$ cat src/rtl/core/positional_array_list_core_macros.svh
// Assertion macros shared by the positional array list core.
`ifndef POSITIONAL_ARRAY_LIST_CORE_MACROS_SVH
`define POSITIONAL_ARRAY_LIST_CORE_MACROS_SVH

// Same-cycle implication, checked outside reset.
`define PAL_ASSERT_NOW(label, ante, cons) \
  label: assert property (@(posedge clk_i) disable iff (!rst_ni) (ante) |-> (cons)) \
    else $error("pal assertion failed");

// Next-cycle implication, checked outside reset.
`define PAL_ASSERT_NEXT(label, ante, cons) \
  label: assert property (@(posedge clk_i) disable iff (!rst_ni) (ante) |=> (cons)) \
    else $error("pal assertion failed");

`endif

$ cat src/rtl/core/pal_pkg.sv
// Types and constants of the positional array list core.
package pal_pkg;

  localparam int unsigned HANDLE_W = 32;
  localparam int unsigned POS_W    = 7;
  localparam int unsigned COUNT_W  = 7;

  typedef enum logic [1:0] {
    CMD_INSERT_AT  = 2'd0,
    CMD_REMOVE_AT  = 2'd1,
    CMD_INSERT_END = 2'd2,
    CMD_REMOVE_END = 2'd3
  } cmd_e;

  typedef enum logic [1:0] {
    ST_OK    = 2'd0,
    ST_FULL  = 2'd1,
    ST_EMPTY = 2'd2,
    ST_RANGE = 2'd3
  } status_e;

  typedef enum logic [1:0] {
    OP_HOLD   = 2'd0,
    OP_INSERT = 2'd1,
    OP_REMOVE = 2'd2
  } cell_op_e;

  typedef struct packed {
    logic [HANDLE_W-1:0] removed_handle;
    status_e             status;
    logic [COUNT_W-1:0]  entry_count;
  } result_t;

endpackage

$ cat src/rtl/core/pal_cell.sv
// One list slot: holds a handle and shifts towards either neighbour.
module pal_cell import pal_pkg::*; #(
  parameter int unsigned INDEX       = 0,
  parameter int unsigned PW          = 7,
  parameter int unsigned HANDLE_BITS = 32
) (
  input  logic                   clk_i,
  input  cell_op_e               op_i,
  input  logic [PW-1:0]          pos_i,
  input  logic [HANDLE_BITS-1:0] new_handle_i,
  input  logic [HANDLE_BITS-1:0] left_i,
  input  logic [HANDLE_BITS-1:0] right_i,
  output logic [HANDLE_BITS-1:0] data_o
);

  localparam logic [PW-1:0] Idx = PW'(INDEX);

  logic [HANDLE_BITS-1:0] data_d, data_q;

  always_comb begin
    data_d = data_q;
    case (op_i)
      OP_INSERT: begin
        if (Idx == pos_i) begin
          data_d = new_handle_i;
        end else if (Idx > pos_i) begin
          data_d = left_i;
        end
      end
      OP_REMOVE: begin
        if (Idx >= pos_i) begin
          data_d = right_i;
        end
      end
      default: data_d = data_q;
    endcase
  end

  always_ff @(posedge clk_i) begin
    data_q <= data_d;
  end

  assign data_o = data_q;

endmodule

$ cat config.mk
export PLATFORM = sky130hd
export DESIGN_NAME = pal_cell
export DESIGN_NICKNAME = d
export VERILOG_FILES = /design/src/rtl/core/positional_array_list_core_macros.svh /design/src/rtl/core/pal_pkg.sv /design/src/rtl/core/pal_cell.sv
export SDC_FILE = /design/constraint.sdc
export NUM_CORES = 1
export LEC_CHECK = 0
export BUFFER_PORTS_ARGS = -buffer_cell sky130_fd_sc_hd__buf_2
export CAP_MARGIN = 20
export CORE_MARGIN = 5
export CORE_UTILIZATION = 44
export CTS_CLUSTER_DIAMETER = 30
export DETAILED_ROUTE_END_ITERATION = 8
export GPL_ROUTABILITY_DRIVEN = 0
export GPL_TIMING_DRIVEN = 0
export PLACE_DENSITY = 0.91
export SLEW_MARGIN = 30
export SYNTH_ARGS = -nofsm -noshare
export SYNTH_HDL_FRONTEND = slang
export SYNTH_SLANG_ARGS = --single-unit
export TNS_END_PERCENT = 10
$ cat constraint.sdc
create_clock -name clk_i -period 10.6 [get_ports clk_i]
set_input_delay 2.12 -clock clk_i [delete_from_list [all_inputs] [get_ports clk_i]]
set_output_delay 2.12 -clock clk_i [all_outputs]
set_load 0.005 [all_outputs]
==> metrics.md <==
| Metric | Value |
|---|---|
| Hold_ws | 2.14 ns |
| Max stage delay cell, worst path | or4_1 |
| Status | completed |
| Fin nets | 442 |
| Grt ovf | 0 |
| Pin count of the biggest net entering global routing | 18 |
| Ant diodes | 0 |
| Hold buffer count at cts | 0 |
| CTS max path bufs | 2 |
| Area Overhead vs Synth | 44.5% |
| TritonCTS clock tree | yes |
| Initial antenna violation count | 0 |
| Via count | 2058 |
| Die Ht | between 70 and 80 um |
| Relative slew margins | 0.606 |
| Die ar. | a little under 6000 um^2 |
| Tightest Pin Transition | 0.589 ns |
| H-tree depth | 2 |
| Cell count after synthesis | between 150 and 200 |
| DR WL/cell | 15.1 um |
| WP data arrival | 4.03 ns |
| Peak supply drop | 0.0000535 V |
| Slowest cell delay on critical path | 0.50 ns |
| Setup_tns | 0 ns |
| Hold Vio Cnt, Final | 0 |
| DRC marker count from the first detailed-route iteration | 138 |
| # rows | 24 |
| CP delay by family, top | simple AND/OR/NAND/NOR gates |
| RSZ-0062 raised after global routing | no |
| Worst-path clk slew | 0.07 ns |
| Fill count | 367 |
| HPWL Detailed | ~4.8 mm |
| Startpoint types | input port |
| Layout cells sized above 1 | 0.500 |
| I/O Buffers | 137 |
| Most frequent cells in the layout | buf_2, nand2_1, edfxtp_1 |
| Io pins | 138 |
| Final wirelength | 5.84 mm |
| Die width | 76.5 um |
| PwrDens | 98.6 nW/um^2 |
| Max Slew Vio Count | 0 |
| Post-route ant nets | 0 |
| Req. time, crit path | roughly 11 ns |
| Number of clock sinks | 32 |
| Pre-CTS setup slack | 6.24 ns |
| CP Capture Type | flip-flop |
| Synth cell types | 19 |
| Leak pwr | 1.20 nW |
| Synth Warn # | 0 |
| TritonRoute pass-1 iters | 4 |
| Buf+Inv Stages, Crit Path | 4 |
| Tmin final | slightly above 4 ns |
| Final Setup Violations | 0 |
| Syn Area/Cell | 10.2 um^2 |
| Core footprint | approximately 4300 um^2 |
| Max cap viols | 0 |
| PostCTS Resize Cnt | 0 |
| Worst min path class | in2reg |
| Max reg flops | 32 |
| Vias in the first global route | around 2200 |
| Root buffer cell | clkbuf_8 |
| Worst Setup Path Type | in2reg |
| Tot GR Track Use | 0.201 |
| Global-route wire length before repair | 9.73 mm |
| Initial Utilization | 0.450 |
| Crit-path most repeated cell | buf_2 |
| Num CTS Buffers | 5 |
| Yosys reg bits | 32 |
| Syn Std Cell Area | 1950 um^2 |
| Fmax | 0.247 GHz |
| Critical Path, Cell by Cell | buf_2, or4_1, buf_2, or2_4, buf_6, a21oi_4, buf_16 |
| Period utilisation layout | 0.382 |
| Syn_nets | 297 |
| Post-synthesis sequential area ratio | 0.494 |
| Critical path peak fanout | 17 |
| Post-CTS setup buffer count | 0 |
| Post-route worst setup slack | 6.55 ns |
| Commonest non-fill, non-tap cell in the layout | buf_2 |
| Vias per cell | 5.30 |
| Drt drc | 0 |
-- path summary, 6_finish.rpt --
check | depth (start not counted) | startpoint | endpoint
hold / removal | 3 | right_i[24] | data_o[24]$_DFFE_PP_
setup / recovery | 7 | pos_i[4] | data_o[23]$_DFFE_PP_
-- metal layers --
layer,GRT usage,share of wire,vias up
met1,0.217,0.37,928
li1,-,-,1020
met3,0.0638,0.10,6
met4,0.0664,0.010,0
met2,0.368,0.52,104
met5,0,0,-
-- final cells by class --
class                           count  area, um^2  share of cell area
Tap cell                           52        65.1              0.0231
Sequential cell                    32         961               0.341
Clock inverter                      1        5.00             0.00178
Timing Repair Buffer              138         713               0.253
Buffer                             22        98.8              0.0351
Clock buffer                        6        72.6              0.0258
Multi-Input combinational cell    137         898               0.319
-- cell usage after synthesis --
cell / n / area share
edfxtp_1: 32 / 0.49
nand4b_1: 12 / 0.054
clkbuf_1: 18 / 0.035
nor2_1: 13 / 0.025
buf_1: 1 / 0.0019
or3_1: 1 / 0.0032
o211ai_1: 21 / 0.081
nor4_1: 1 / 0.0032
nand2_1: 40 / 0.077
o21ai_0: 12 / 0.031
buf_6: 2 / 0.012
nor2b_1: 1 / 0.0032
a21oi_1: 1 / 0.0026
buf_2: 1 / 0.0026
or2_4: 1 / 0.0045
or4_1: 1 / 0.0039
o211ai_2: 19 / 0.12
a31oi_1: 12 / 0.039
nand2b_1: 2 / 0.0064
-- through the flow --
| step | util | cells | area [um^2] | total power [mW] |
|---|---|---|---|---|
| detailed placement | 0.633 | 381 | 2740 | 0.195 |
| floorplan | - | 191 | 1950 | 0.169 |
| CTS | 0.651 | 388 | 2810 | 0.280 |
| finish | 0.651 | 388 | 2810 | 0.278 |
| global placement | 0.624 | 380 | 2700 | 0.193 |
| global route | 0.651 | 388 | 2810 | 0.292 |
-- kinds of logic (layout without fill, tap and decap cells) --
logic type             Yosys count  after routing  share of synthesized area
buffers and inverters           22            167                     0.0508
flip-flops                      32             32                      0.494
AND/OR/NAND/NOR                 72             72                      0.181
AO/OA/AOI/OAI                   65             65                      0.275
-- power by group --
group	total (mW)	internal (mW)	switching, mW
Sequential	0.141	0.141	0.000103
Clock	0.0854	0.0446	0.0409
Combinational	0.0511	0.0259	0.0253
Total	0.278	0.211	0.0662
Note: power is estimated with default switching activity, not from simulation.
