## src/rtl/core/positional_array_list_core_macros.svh

```systemverilog
// Assertion macros shared by the positional array list core.
`ifndef POSITIONAL_ARRAY_LIST_CORE_MACROS_SVH
`define POSITIONAL_ARRAY_LIST_CORE_MACROS_SVH

// Same-cycle implication, checked outside reset.
`define PAL_ASSERT_NOW(label, ante, cons) \
  label: assert property (@(posedge clk_i) disable iff (!rst_ni) (ante) |-> (cons)) \
    else $error("pal assertion failed");

// Next-cycle implication, checked outside reset.
`define PAL_ASSERT_NEXT(label, ante, cons) \
  label: assert property (@(posedge clk_i) disable iff (!rst_ni) (ante) |=> (cons)) \
    else $error("pal assertion failed");

`endif

```

## src/rtl/core/pal_pkg.sv

```systemverilog
// Types and constants of the positional array list core.
package pal_pkg;

  localparam int unsigned HANDLE_W = 32;
  localparam int unsigned POS_W    = 7;
  localparam int unsigned COUNT_W  = 7;

  typedef enum logic [1:0] {
    CMD_INSERT_AT  = 2'd0,
    CMD_REMOVE_AT  = 2'd1,
    CMD_INSERT_END = 2'd2,
    CMD_REMOVE_END = 2'd3
  } cmd_e;

  typedef enum logic [1:0] {
    ST_OK    = 2'd0,
    ST_FULL  = 2'd1,
    ST_EMPTY = 2'd2,
    ST_RANGE = 2'd3
  } status_e;

  typedef enum logic [1:0] {
    OP_HOLD   = 2'd0,
    OP_INSERT = 2'd1,
    OP_REMOVE = 2'd2
  } cell_op_e;

  typedef struct packed {
    logic [HANDLE_W-1:0] removed_handle;
    status_e             status;
    logic [COUNT_W-1:0]  entry_count;
  } result_t;

endpackage

```

## src/rtl/core/pal_result_buf.sv

```systemverilog
// Two-entry result queue between the list and the output channel.
module pal_result_buf import pal_pkg::*; (
  input  logic    clk_i,
  input  logic    rst_ni,
  input  logic    push_valid_i,
  output logic    push_ready_o,
  input  result_t push_data_i,
  output logic    pop_valid_o,
  input  logic    pop_ready_i,
  output result_t pop_data_o
);

  logic [1:0] fill_d, fill_q;
  result_t    slot0_d, slot0_q, slot1_d, slot1_q;
  logic       push, pop;

  assign push_ready_o = (fill_q != 2'd2);
  assign pop_valid_o  = (fill_q != 2'd0);
  assign push         = push_valid_i && push_ready_o;
  assign pop          = pop_valid_o && pop_ready_i;

  always_comb begin
    fill_d  = fill_q;
    slot0_d = slot0_q;
    slot1_d = slot1_q;
    if (push && pop) begin
      if (fill_q == 2'd1) begin
        slot0_d = push_data_i;
      end else begin
        slot0_d = slot1_q;
        slot1_d = push_data_i;
      end
    end else if (push) begin
      fill_d = fill_q + 2'd1;
      if (fill_q == 2'd0) begin
        slot0_d = push_data_i;
      end else begin
        slot1_d = push_data_i;
      end
    end else if (pop) begin
      fill_d  = fill_q - 2'd1;
      slot0_d = slot1_q;
    end
  end

  always_ff @(posedge clk_i or negedge rst_ni) begin
    if (!rst_ni) begin
      fill_q <= 2'd0;
    end else begin
      fill_q <= fill_d;
    end
  end

  always_ff @(posedge clk_i) begin
    slot0_q <= slot0_d;
    slot1_q <= slot1_d;
  end

  assign pop_data_o = slot0_q;

endmodule

```

## config.mk

```make
export PLATFORM = sky130hd
export DESIGN_NAME = pal_result_buf
export DESIGN_NICKNAME = d
export VERILOG_FILES = /design/src/rtl/core/positional_array_list_core_macros.svh /design/src/rtl/core/pal_pkg.sv /design/src/rtl/core/pal_result_buf.sv
export SDC_FILE = /design/constraint.sdc
export NUM_CORES = 1
export LEC_CHECK = 0
export BUFFER_PORTS_ARGS = -buffer_cell sky130_fd_sc_hd__buf_2
export CAP_MARGIN = 15
export CELL_PAD_IN_SITES_DETAIL_PLACEMENT = 1
export CELL_PAD_IN_SITES_GLOBAL_PLACEMENT = 2
export CORE_ASPECT_RATIO = 1.2
export CORE_MARGIN = 1
export CORE_UTILIZATION = 38
export CTS_CLUSTER_DIAMETER = 30
export DETAILED_ROUTE_END_ITERATION = 6
export GPL_ROUTABILITY_DRIVEN = 0
export PLACE_DENSITY = 0.8
export SLEW_MARGIN = 20
export SYNTH_ARGS = -nofsm -noshare
export SYNTH_HDL_FRONTEND = slang
export SYNTH_SLANG_ARGS = --single-unit
export TNS_END_PERCENT = 20
```

## constraint.sdc

```tcl
create_clock -name clk_i -period 3.1 [get_ports clk_i]
set_input_delay 0.62 -clock clk_i [delete_from_list [all_inputs] [get_ports clk_i]]
set_output_delay 0.62 -clock clk_i [all_outputs]
set_load 0.05 [all_outputs]
```

==> impl_results.md, run 1 <==
- Status: finished, final reports clean
- Max-capacitance violation count: 0
- Period Utilization, post-route: 79.0%
- # placed instances: 350
- Final Skew: 6.96 ps
- CTS tree: built
- H-tree levels: 3
- LEAKAGE: 1.75 nW
- Switching fraction of total power: 37.3%
- # port buffers: 87
- CTS Root Cell: clkbuf_8
- FF-to-FF path depth: 7
- Slew HR: 64.7%
- Post-CTS Setup Inserts: 0
- Pin count of the biggest net entering global routing: 42
- Chip Height: 104 um
- P&R area growth vs syn: 25.7%
- # fillers: 845
- Routed vias: around 1600
- Post-CTS Resized: 0
- Worst Hold Class: primary input to asynchronous set/reset pin
- Post-synthesis net count: around 200
- Post-synth top area cell: edfxtp_1
- Crit path kind: flop to flop
- DRC Markers: 0
- Area of the multi-input gates: 754 sq um
- Row count: 37
- Cell-internal power: 3.02 mW
- Max Clock Freq: 408 MHz
- Top cells by area, synth: edfxtp_1, mux2_4, dfrtp_1
- First-pass GRT wire length: 8900 um
- Slew at the pin closest to its max-slew limit: 530 ps
- TritonCTS Buffers: 9
- Final ANT Viol Nets: 0
- Area of the core: 8520 sq um
- Hold_ws: 32.8 ps
- Routed via count divided by cell count: roughly 4.4
- GRT Util Overall: 13.9%
- Initial antenna violation count: 0
- Layout Nets: 293
- CTS sink cnt: 84
- Library cells used by synthesis: 15
- Pwr dens: 1150 nW/um^2
- Deepest clock path buffer count: 2
- Clock power share: 20.6%
- Register share of total power: 38.8%
- Crit. End Element: flop
- Syn Inst Count: about 150
- Switching pwr: 1.79 mW
- Slew Viols, Final: 0
- Drt pass-1 iters: 4
- Combinational fraction of design power: 40.6%
- Final Non-Filler Cells: 366
- Synth Area per Inst: 22.8 sq um
- RSZ-0062 raised after global routing: false
- Post-synthesis cell area: 3330 sq um
- Clock slew at reported path FFs: approximately 80 ps
- HPWL after DPL: 4100 um
- Yosys reg bits: between 80 and 90
- Final setup viols: 0
- Max IR drop VDD: around 490 uV
- Die ar.: 9130 sq um
- CP required: 3210 ps
- Reg2Reg Capture Point: pop_data_o[40]
- Register Area: between 2000 and 3000 sq um
- Vias in the first global route: 1704
- Die Span X: 87.4 um
- R2R setup slack: 650 ps
- Cts hold-fix bufs: 0
- Worst Setup Start Kind: flop
- Fin. Hold Viols: 0
- Fraction of layout cells with a size suffix above 1: between 60% and 70%
- Worst skew pair latency: 360 ps
- Worst EP arrival: 2560 ps
- Final Critical Period: 2450 ps
- Iter 0 DRT Violations: 45
- Detailed Route WL: 5780 um
- Antenna fix cells: 0
- Area share of the largest cell type after synthesis: about three quarters
- I/O pins: 88
- Routed length per instance: 15.8 um
- Yosys warns: 0
- CP Max Fanout: 41
- Gr ovfl total: 0
- Initial Util: 39.0%
- Post-synthesis sequential area ratio: between 70 and 80%
- TNS Setup: 0 ps
- Critical R2R Launch: fill_q[0]
[cell type report]
| cell class | instances | share of cell area (%) |
|---|---|---|
| inverter | 4 | 0.359 |
| tap | 117 | 3.50 |
| clock buffer | 9 | 2.96 |
| multi-input combinational | 54 | 18.0 |
| timing repair buffer | 91 | 11.7 |
| sequential | 84 | 60.1 |
| clock inverter | 7 | 3.32 |
[power by group through the flow]
stage | registers (mW) | clock network (mW) | logic, mW
after detailed placement | 1.90 | 0 | 1.98
after global placement | 1.88 | 0 | 1.94
after floorplan | 2.65 | 0 | 0.805
after global routing | 1.91 | 1.06 | 2.05
final | 1.87 | 0.989 | 1.95
after CTS | 1.87 | 1.02 | 1.98
[registers in the layout (all words and copies together), names as in the netlist]
signal,count
slot1_q,41
fill_q,2
pop_data_o,41
[worst max-delay path, cell delays in order, from the launching register on]
cell and delay (ps):
dfrtp_1 390, inv_1 70, ha_1 240, nor2b_4 210, ha_1 290, mux2i_4 280, buf_12 320, mux2_2 370
[worst max-delay path by stage]
stage                     endpoint  depth (start not counted)          from
floorplan               slot1_q[0]                          5     fill_q[0]
global placement    pop_data_o[40]                          6  push_valid_i
detailed placement  pop_data_o[40]                          6  push_valid_i
CTS                 pop_data_o[40]                          7     fill_q[0]
global route        pop_data_o[40]                          7     fill_q[0]
finish              pop_data_o[40]                          7     fill_q[0]
[Yosys cell counts, drive strengths merged]
| library cell | n |
|---|---|
| nand2 | 1 |
| buf | 4 |
| a21o | 1 |
| dfrtp | 2 |
| inv | 4 |
| o211a | 1 |
| nor2b | 2 |
| xor2 | 2 |
| mux2 | 41 |
| edfxtp | 82 |
| mux2i | 2 |
| ha | 4 |
[placed cells by master (no fill, tap or decap)]
master	synthesis	routed
ha_1	4	4
buf_12	0	2
a21o_2	0	1
bufinv_16	0	4
clkbuf_8	0	9
buf_4	0	2
buf_2	0	87
mux2i_4	1	1
o211a_2	0	1
clkinv_4	0	1
nor2b_1	1	1
nor2b_4	1	1
inv_1	4	4
dfrtp_1	2	2
nand2_1	1	1
xor2_1	2	2
mux2i_1	1	1
clkinv_2	0	2
mux2_4	40	40
mux2_2	1	1
edfxtp_1	82	82
[metrics by stage]
stage	setup WS, ps	power, mW	instance area [sq um]	util, %
6_report	650	4.81	4180	49.1
5_1_grt	520	5.02	4180	49.1
4_1_cts	624	4.88	4180	49.1
3_5_place_dp	629	3.88	3920	46.0
3_3_place_gp	696	3.82	3920	46.0
2_1_floorplan	662	3.46	3330	-
[layer usage]
layer  vias up  track usage (%)  part of all wire (%)
met1       791             15.7                    41
met2        58             23.0                    51
met5         -                0                     0
li1        762                -                     -
met4         0             7.73                   2.5
met3        11             4.21                   5.3
[kinds of logic after synthesis]
| family | count (synthesis) | synth area share (%) |
|---|---|---|
| compound gates | 2 | 0.527 |
| xor+xnor | 2 | 0.527 |
| fa+ha+maj | 4 | 1.50 |
| buf+inv | 8 | 1.81 |
| flops | 84 | 75.5 |
| mux | 43 | 19.4 |
| simple gates | 3 | 0.715 |
Power figures use the tool's default switching activity.
==> inputs of run 2 (changes only) <==
CORE_UTILIZATION = 35   (was 38)
PLACE_DENSITY = 0.78   (was 0.8)
clock period = 2.2 ns   (was 3.1 ns; I/O delays follow)
==> run 2 against run 1 <==
  * First-iteration DRC count is 29% higher
  * Sequential power is 41% higher
  * Highest routed layer unchanged
  * Largest power group unchanged
  * Clock power is 28% higher
  * Clock skew is 1.3 ps higher
  * Clock-buffer cell count is 1 higher
  * Critical endpoint is now pop_data_o[27]
  * Final cell count is 3.6% higher
  * Worst hold slack better by 240 ps
  * Total power is 45% higher
  * Sequential share of layout area is 2.2 points lower
  * Sequential cell count stayed put
==> impl_results.md, run 2 (synthesized netlist as in run 1, its figures left out) <==
- Top delay family on crit path: multiplexers
- Crit path buf inv count: 3 (+1)
- Slew Viols, Final: 0 (unchanged)
- CP cell instances: inv_1 -> ha_2 -> nor2b_4 -> ha_4 -> mux2i_4 -> buf_12 -> clkbuf_16 -> mux2_4
- Max-capacitance violation count: 0 (unchanged)
- CTS Root Cell: clkbuf_8
- Register share of total power: 37.7% (-1.1 points)
- Final instance area: 4340 sq um (+3.8%)
- CP max stage delay: 360 ps (-30 ps)
- Layout Nets: 303 (+3.4%)
- I/O pins: 88 (unchanged)
- Fraction of layout cells with a size suffix above 1: 62.5% (+1.5 points)
- Gr ovfl total: 0 (unchanged)
- Deepest clock path buffer count: 2 (unchanged)
- Period Utilization, post-route: 95.3% (+16 points)
- Initial Util: 36.4% (-2.6 points)
- Pwr dens: 1600 nW/um^2 (+40%)
- GRT Util Overall: 13.3% (-0.61 points)
- Max IR drop VDD: 609 uV (+25%)
- Slew at the pin closest to its max-slew limit: 277 ps (-253 ps)
- Worst EP arrival: 2200 ps (-360 ps)
- # placed instances: 359 (+2.6%)
- Crit. End Element: flop
- HPWL after DPL: 4410 um (+7.6%)
- Switching pwr: 2.60 mW (+45%)
- CP Max Fanout: 7 (-83%)
- Crit path kind: flop to flop
- Worst Hold Class: primary input to flop
- Row count: 38 (+2.7%)
- Detailed Route WL: 6320 um (+9.4%)
- Drt pass-1 iters: 4 (unchanged)
- Worst path slowest cell: dfrtp_1
- Die Span X: 91.0 um (+4.1%)
- CTS sink cnt: 84 (unchanged)
- Final Non-Filler Cells: 379 (+3.6%)
- Combinational fraction of design power: 44.1% (+3.5 points)
- Max Clock Freq: 477 MHz (+17%)
- Cell-internal power: 4.36 mW (+45%)
- Pin count of the biggest net entering global routing: 42 (unchanged)
- CTS tree: built
- Final ANT Viol Nets: 0 (unchanged)
- Worst Setup Start Kind: flop
- Clock power share: 18.2% (-2.4 points)
- Final setup viols: 0 (unchanged)
- H-tree levels: 3 (unchanged)
- Antenna fix cells: 0 (unchanged)
- Routed length per instance: 16.7 um (+5.7%)
- DRC Markers: 0 (unchanged)
- Slew HR: 81.7% (+17 points)
- Placed Area: 4010 sq um (+2.2%)
- Area of the core: 9130 sq um (+7.2%)
- CP required: 2310 ps (-900 ps)
- Initial antenna violation count: 0 (unchanged)
- Status: finished, final reports clean
- Final Skew: 8.28 ps (+1.32 ps)
- RSZ-0062 raised after global routing: false
- Routed vias: 1654 (+2.0%)
- # port buffers: 87 (unchanged)
- Worst skew pair latency: 350 ps (about the same)
- Chip Height: 109 um (+4.1%)
- Vias in the first global route: 1817 (+6.6%)
- Clock slew at reported path FFs: 80 ps (about the same)
- Final Critical Period: 2100 ps (-353 ps)
- Most common cell after layout, fill and taps aside: buf_2
- First-pass GRT wire length: 9470 um (+6.3%)
- Iter 0 DRT Violations: 58 (+29%)
- Switching fraction of total power: 37.4% (+0.15 points)
- TritonCTS Buffers: 9 (unchanged)
- Fin. Hold Viols: 0 (unchanged)
- Routed via count divided by cell count: 4.36 (-1.5%)
- LEAKAGE: 1.81 nW (+3.9%)
- P&R area growth vs syn: 30.5%
- Power Total: 6.96 mW (+45%)
- Most frequent cells in the layout: buf_2, edfxtp_1, mux2_4
- Die ar.: 9900 sq um (+8.4%)
- TNS Setup: 0 ps (unchanged)
==> run 2: cell types whose count changed in the layout (fill, tap and decap cells not counted), moves of 2 or more <==
cell       delta
clkinv_1      +2
buf_4         +3
clkbuf_16     +2
ha_2          +2
ha_1          -3
buf_12        +4
==> run 2: per-layer routing <==
layer	vias up	global-route usage, %	wire length (um)
met3	7	4.25	216
met1	829	13.8	2470
met2	36	24.3	3570
li1	782	-	-
met4	0	6.46	69
met5	-	0	0
==> run 2: worst paths after layout <==
| kind | from | endpoint | slack, ps | cells after the start |
|---|---|---|---|---|
| setup reg to reg | fill_q[1] | pop_data_o[27] | 100 | 8 |
| min in group asynchronous | rst_ni | fill_q[0] | 400 | 2 |
| hold / removal | push_data_i[32] | slot1_q[32] | 280 | 1 |
| max in group asynchronous | rst_ni | fill_q[1] | 1710 | 2 |
| setup / recovery | fill_q[1] | pop_data_o[27] | 100 | 8 |
| hold reg to reg | slot1_q[3] | pop_data_o[3] | 550 | 1 |
==> run 2: final cells by class <==
cell class	count	area, sq um
Tap cell	120	150
Clock buffer	10	128
Multi-Input combinational cell	54	779
Timing Repair Buffer	101	653
Inverter	4	15.0
Sequential cell	84	2510
Clock inverter	6	103
Fill cell	906	4790
==> run 2: worst register-to-register path, delay by kind of cell (launching register included) <==
family | cells | cell delay, ps
AND/OR/NAND/NOR | 1 | 140
multiplexers | 2 | 590
adder cells (fa/ha/maj) | 2 | 360
buffers and inverters | 3 | 400
flip-flops | 1 | 360
==> run 2: stage by stage <==
step	util, %	setup WS (ps)	hold slack [ps]
6_report	47.5	103	275
5_1_grt	47.5	10.8	250
3_3_place_gp	43.9	42.3	228
2_1_floorplan	-	9.76	144
3_5_place_dp	43.9	-22.5	228
4_1_cts	46.5	-0.378	254
==> run 2: repair_timing <==
| action | 4_1_cts | 5_1_grt |
|---|---|---|
| setup endpoints to repair | 26 | 41 |
| buffers inserted | 0 | 1 |
| pin swaps | 0 | 1 |
| hold endpoints to repair | 2 | 0 |
| resized for setup | 1 | 5 |
| hold buffers | 1 | 0 |
| gates cloned | 0 | 2 |
==> run 2: power by group through the flow <==
stage               registers [mW]  clock network [mW]  logic (mW)
CTS                           2.64                1.30        2.96
finish                        2.63                1.27        3.07
global placement              2.64                   0        2.90
detailed placement            2.67                   0        2.95
floorplan                     3.73                   0        1.14
global route                  2.68                1.37        3.21
==> inputs of run 3 (changes only) <==
PLACE_DENSITY = not set   (was 0.78)
PLACE_DENSITY_LB_ADDON = 0.1   (was not set)
==> run 3 against run 2 <==
  * Utilization is 0.12 points lower
  * Non-clock buffer count is 2 higher
  * Clock power is 9% lower
  * Register-to-register slack hardly changed
  * Critical path depth stayed put
  * Total power is 1.3% lower
  * Clock skew is 1.7 ps lower
  * Final area is 0.26% lower
  * Sequential power hardly changed
  * Maximum frequency is 0.59% lower
  * Via count is 2.4% higher
  * Combinational power hardly changed
  * Largest cell class unchanged
==> impl_results.md, run 3 (synthesized netlist as in run 1, its figures left out) <==
- Crit. End Element: flop
- TNS Setup: 0 ps (unchanged)
- CP Max Fanout: 7 (unchanged)
- P&R area growth vs syn: 30.2%
- H-tree levels: 3 (unchanged)
- CP max stage delay: 360 ps (about the same)
- Chip Height: 109 um (unchanged)
- CTS Root Cell: clkbuf_8
- Area of the core: 9130 sq um (unchanged)
- Slew at the pin closest to its max-slew limit: 270 ps (-6.43 ps)
- Drt pass-1 iters: 4 (unchanged)
- Max-capacitance violation count: 0 (unchanged)
- R2R setup slack: 90 ps (about the same)
- Final setup viols: 0 (unchanged)
- Slew HR: 82.1% (+0.43 points)
- Reg2Reg Capture Point: pop_data_o[40]
- # fillers: 896 (-1.1%)
- Fin. Hold Viols: 0 (unchanged)
- LEAKAGE: 1.81 nW (-0.33%)
- Max IR drop VDD: 612 uV (+0.52%)
- DRC Markers: 0 (unchanged)
- CTS tree: built
- Final ANT Viol Nets: 0 (unchanged)
- Most frequent cells in the layout: buf_2, edfxtp_1, mux2_4
- Routed vias: 1693 (+2.4%)
- First-pass GRT wire length: 9130 um (-3.6%)
- # port buffers: 87 (unchanged)
- Max Clock Freq: 474 MHz (-0.59%)
- Row count: 38 (unchanged)
- Final Critical Period: 2110 ps (+12.4 ps)
- Fraction of layout cells with a size suffix above 1: 62.1% (-0.48 points)
- RSZ-0062 raised after global routing: false
- Layout Nets: 305 (+0.66%)
- Clock slew at reported path FFs: 80 ps (about the same)
- Worst Setup SP: fill_q[1]
- Die ar.: 9900 sq um (unchanged)
- Slew Viols, Final: 0 (unchanged)
- Hold Path Origin: push_data_i[30]
- Hold path cells: 1 (unchanged)
- FF-to-FF path depth: 8 (unchanged)
- Gr ovfl total: 0 (unchanged)
- Pin count of the biggest net entering global routing: 30 (-29%)
- Worst EP arrival: 2210 ps (about the same)
- CP cell instances: inv_1 -> ha_1 -> nor2b_2 -> ha_4 -> mux2i_4 -> buf_12 -> buf_12 -> mux2_2
- Top delay family on crit path: multiplexers
- Worst path slowest cell: dfrtp_1
- GRT Util Overall: 12.6% (-0.65 points)
- Hold_ws: 279 ps (+3.89 ps)
- Detailed Route WL: 6100 um (-3.5%)
- Most common cell after layout, fill and taps aside: buf_2
- I/O pins: 88 (unchanged)
- Final Skew: 6.63 ps (-1.65 ps)
- HPWL after DPL: 4090 um (-7.1%)
- CP Depth: 8 (unchanged)
- Crit path buf inv count: 3 (unchanged)
- Initial antenna violation count: 0 (unchanged)
- Worst skew pair latency: 350 ps (about the same)
- Status: finished, final reports clean
- Worst Hold Path EP: slot1_q[30]
- CP required: 2300 ps (about the same)
- Initial Util: 36.4% (unchanged)
- Antenna fix cells: 0 (unchanged)
- Vias in the first global route: 1780 (-2.0%)
- Power Total: 6.87 mW (-1.3%)
- CTS sink cnt: 84 (unchanged)
- Worst Setup Start Kind: flop
- Deepest clock path buffer count: 2 (unchanged)
- Routed via count divided by cell count: 4.44 (+1.8%)
- Crit path kind: flop to flop
- Iter 0 DRT Violations: 30 (-48%)
- Period Utilization, post-route: 95.9% (+0.57 points)
- Critical R2R Launch: fill_q[1]
- Pwr dens: 1590 nW/um^2 (-1.1%)
- Routed length per instance: 16.0 um (-4.0%)
- Die Span X: 91.0 um (unchanged)
- TritonCTS Buffers: 9 (unchanged)
- Most used cell, CP: buf_12
- Worst Hold Class: primary input to flop
==> run 3: changes by cell type in the layout (fill, tap and decap cells not counted), sizes merged <==
cell / previous run / this run
bufinv: 3 / 2
clkinvlp: 0 / 1
clkinv: 3 / 2
buf: 98 / 101
==> run 3: power breakdown <==
part,switching (mW),internal [mW],total (mW)
combinational,1.93,1.15,3.08
clock,0.528,0.635,1.16
sequential,0.133,2.49,2.62
==> run 3: area by class of cell <==
type                            instances  area [sq um]  area share [%]
Clock buffer                           11           131            3.03
Clock inverter                          5          76.3            1.76
Inverter                                4          15.0           0.347
Multi-Input combinational cell         54           769            17.8
Sequential cell                        84          2510            58.0
Tap cell                              120           150            3.47
Timing Repair Buffer                  103           674            15.6
==> run 3: layer usage <==
layer	vias up	GRT usage (%)	share of wire, %
met5	-	0	0
met4	0	6.12	1.6
met3	9	3.42	4.3
met2	53	22.2	52
met1	843	14.3	42
li1	788	-	-
==> run 3: worst max path at each step <==
stage | endpoint | slack [ps]
after floorplan | slot1_q[0] | 10
after global placement | pop_data_o[40] | 20
after detailed placement | pop_data_o[40] | -70
after CTS | pop_data_o[40] | 2
after global routing | pop_data_o[6] | 3
final | pop_data_o[40] | 90
==> run 3: per-stage QoR <==
step                worst slack, ps  area, sq um  instances  utilization (%)
finish                         90.2         4330        381             47.4
global route                   3.10         4330        381             47.4
CTS                            1.55         4270        378             46.7
detailed placement            -65.5         3990        359             43.7
global placement               17.2         3990        359             43.7
floorplan                      9.76         3330        146                -
==> run 3: timing repair <==
action                                  4_1_cts  5_1_grt
cloned                                        1        1
endpoints found under the setup margin       36       41
buffers inserted                              1        2
pin swaps                                     1        1
endpoints found under the hold margin         2        0
resized for setup                             4        4
hold buffers                                  1        0
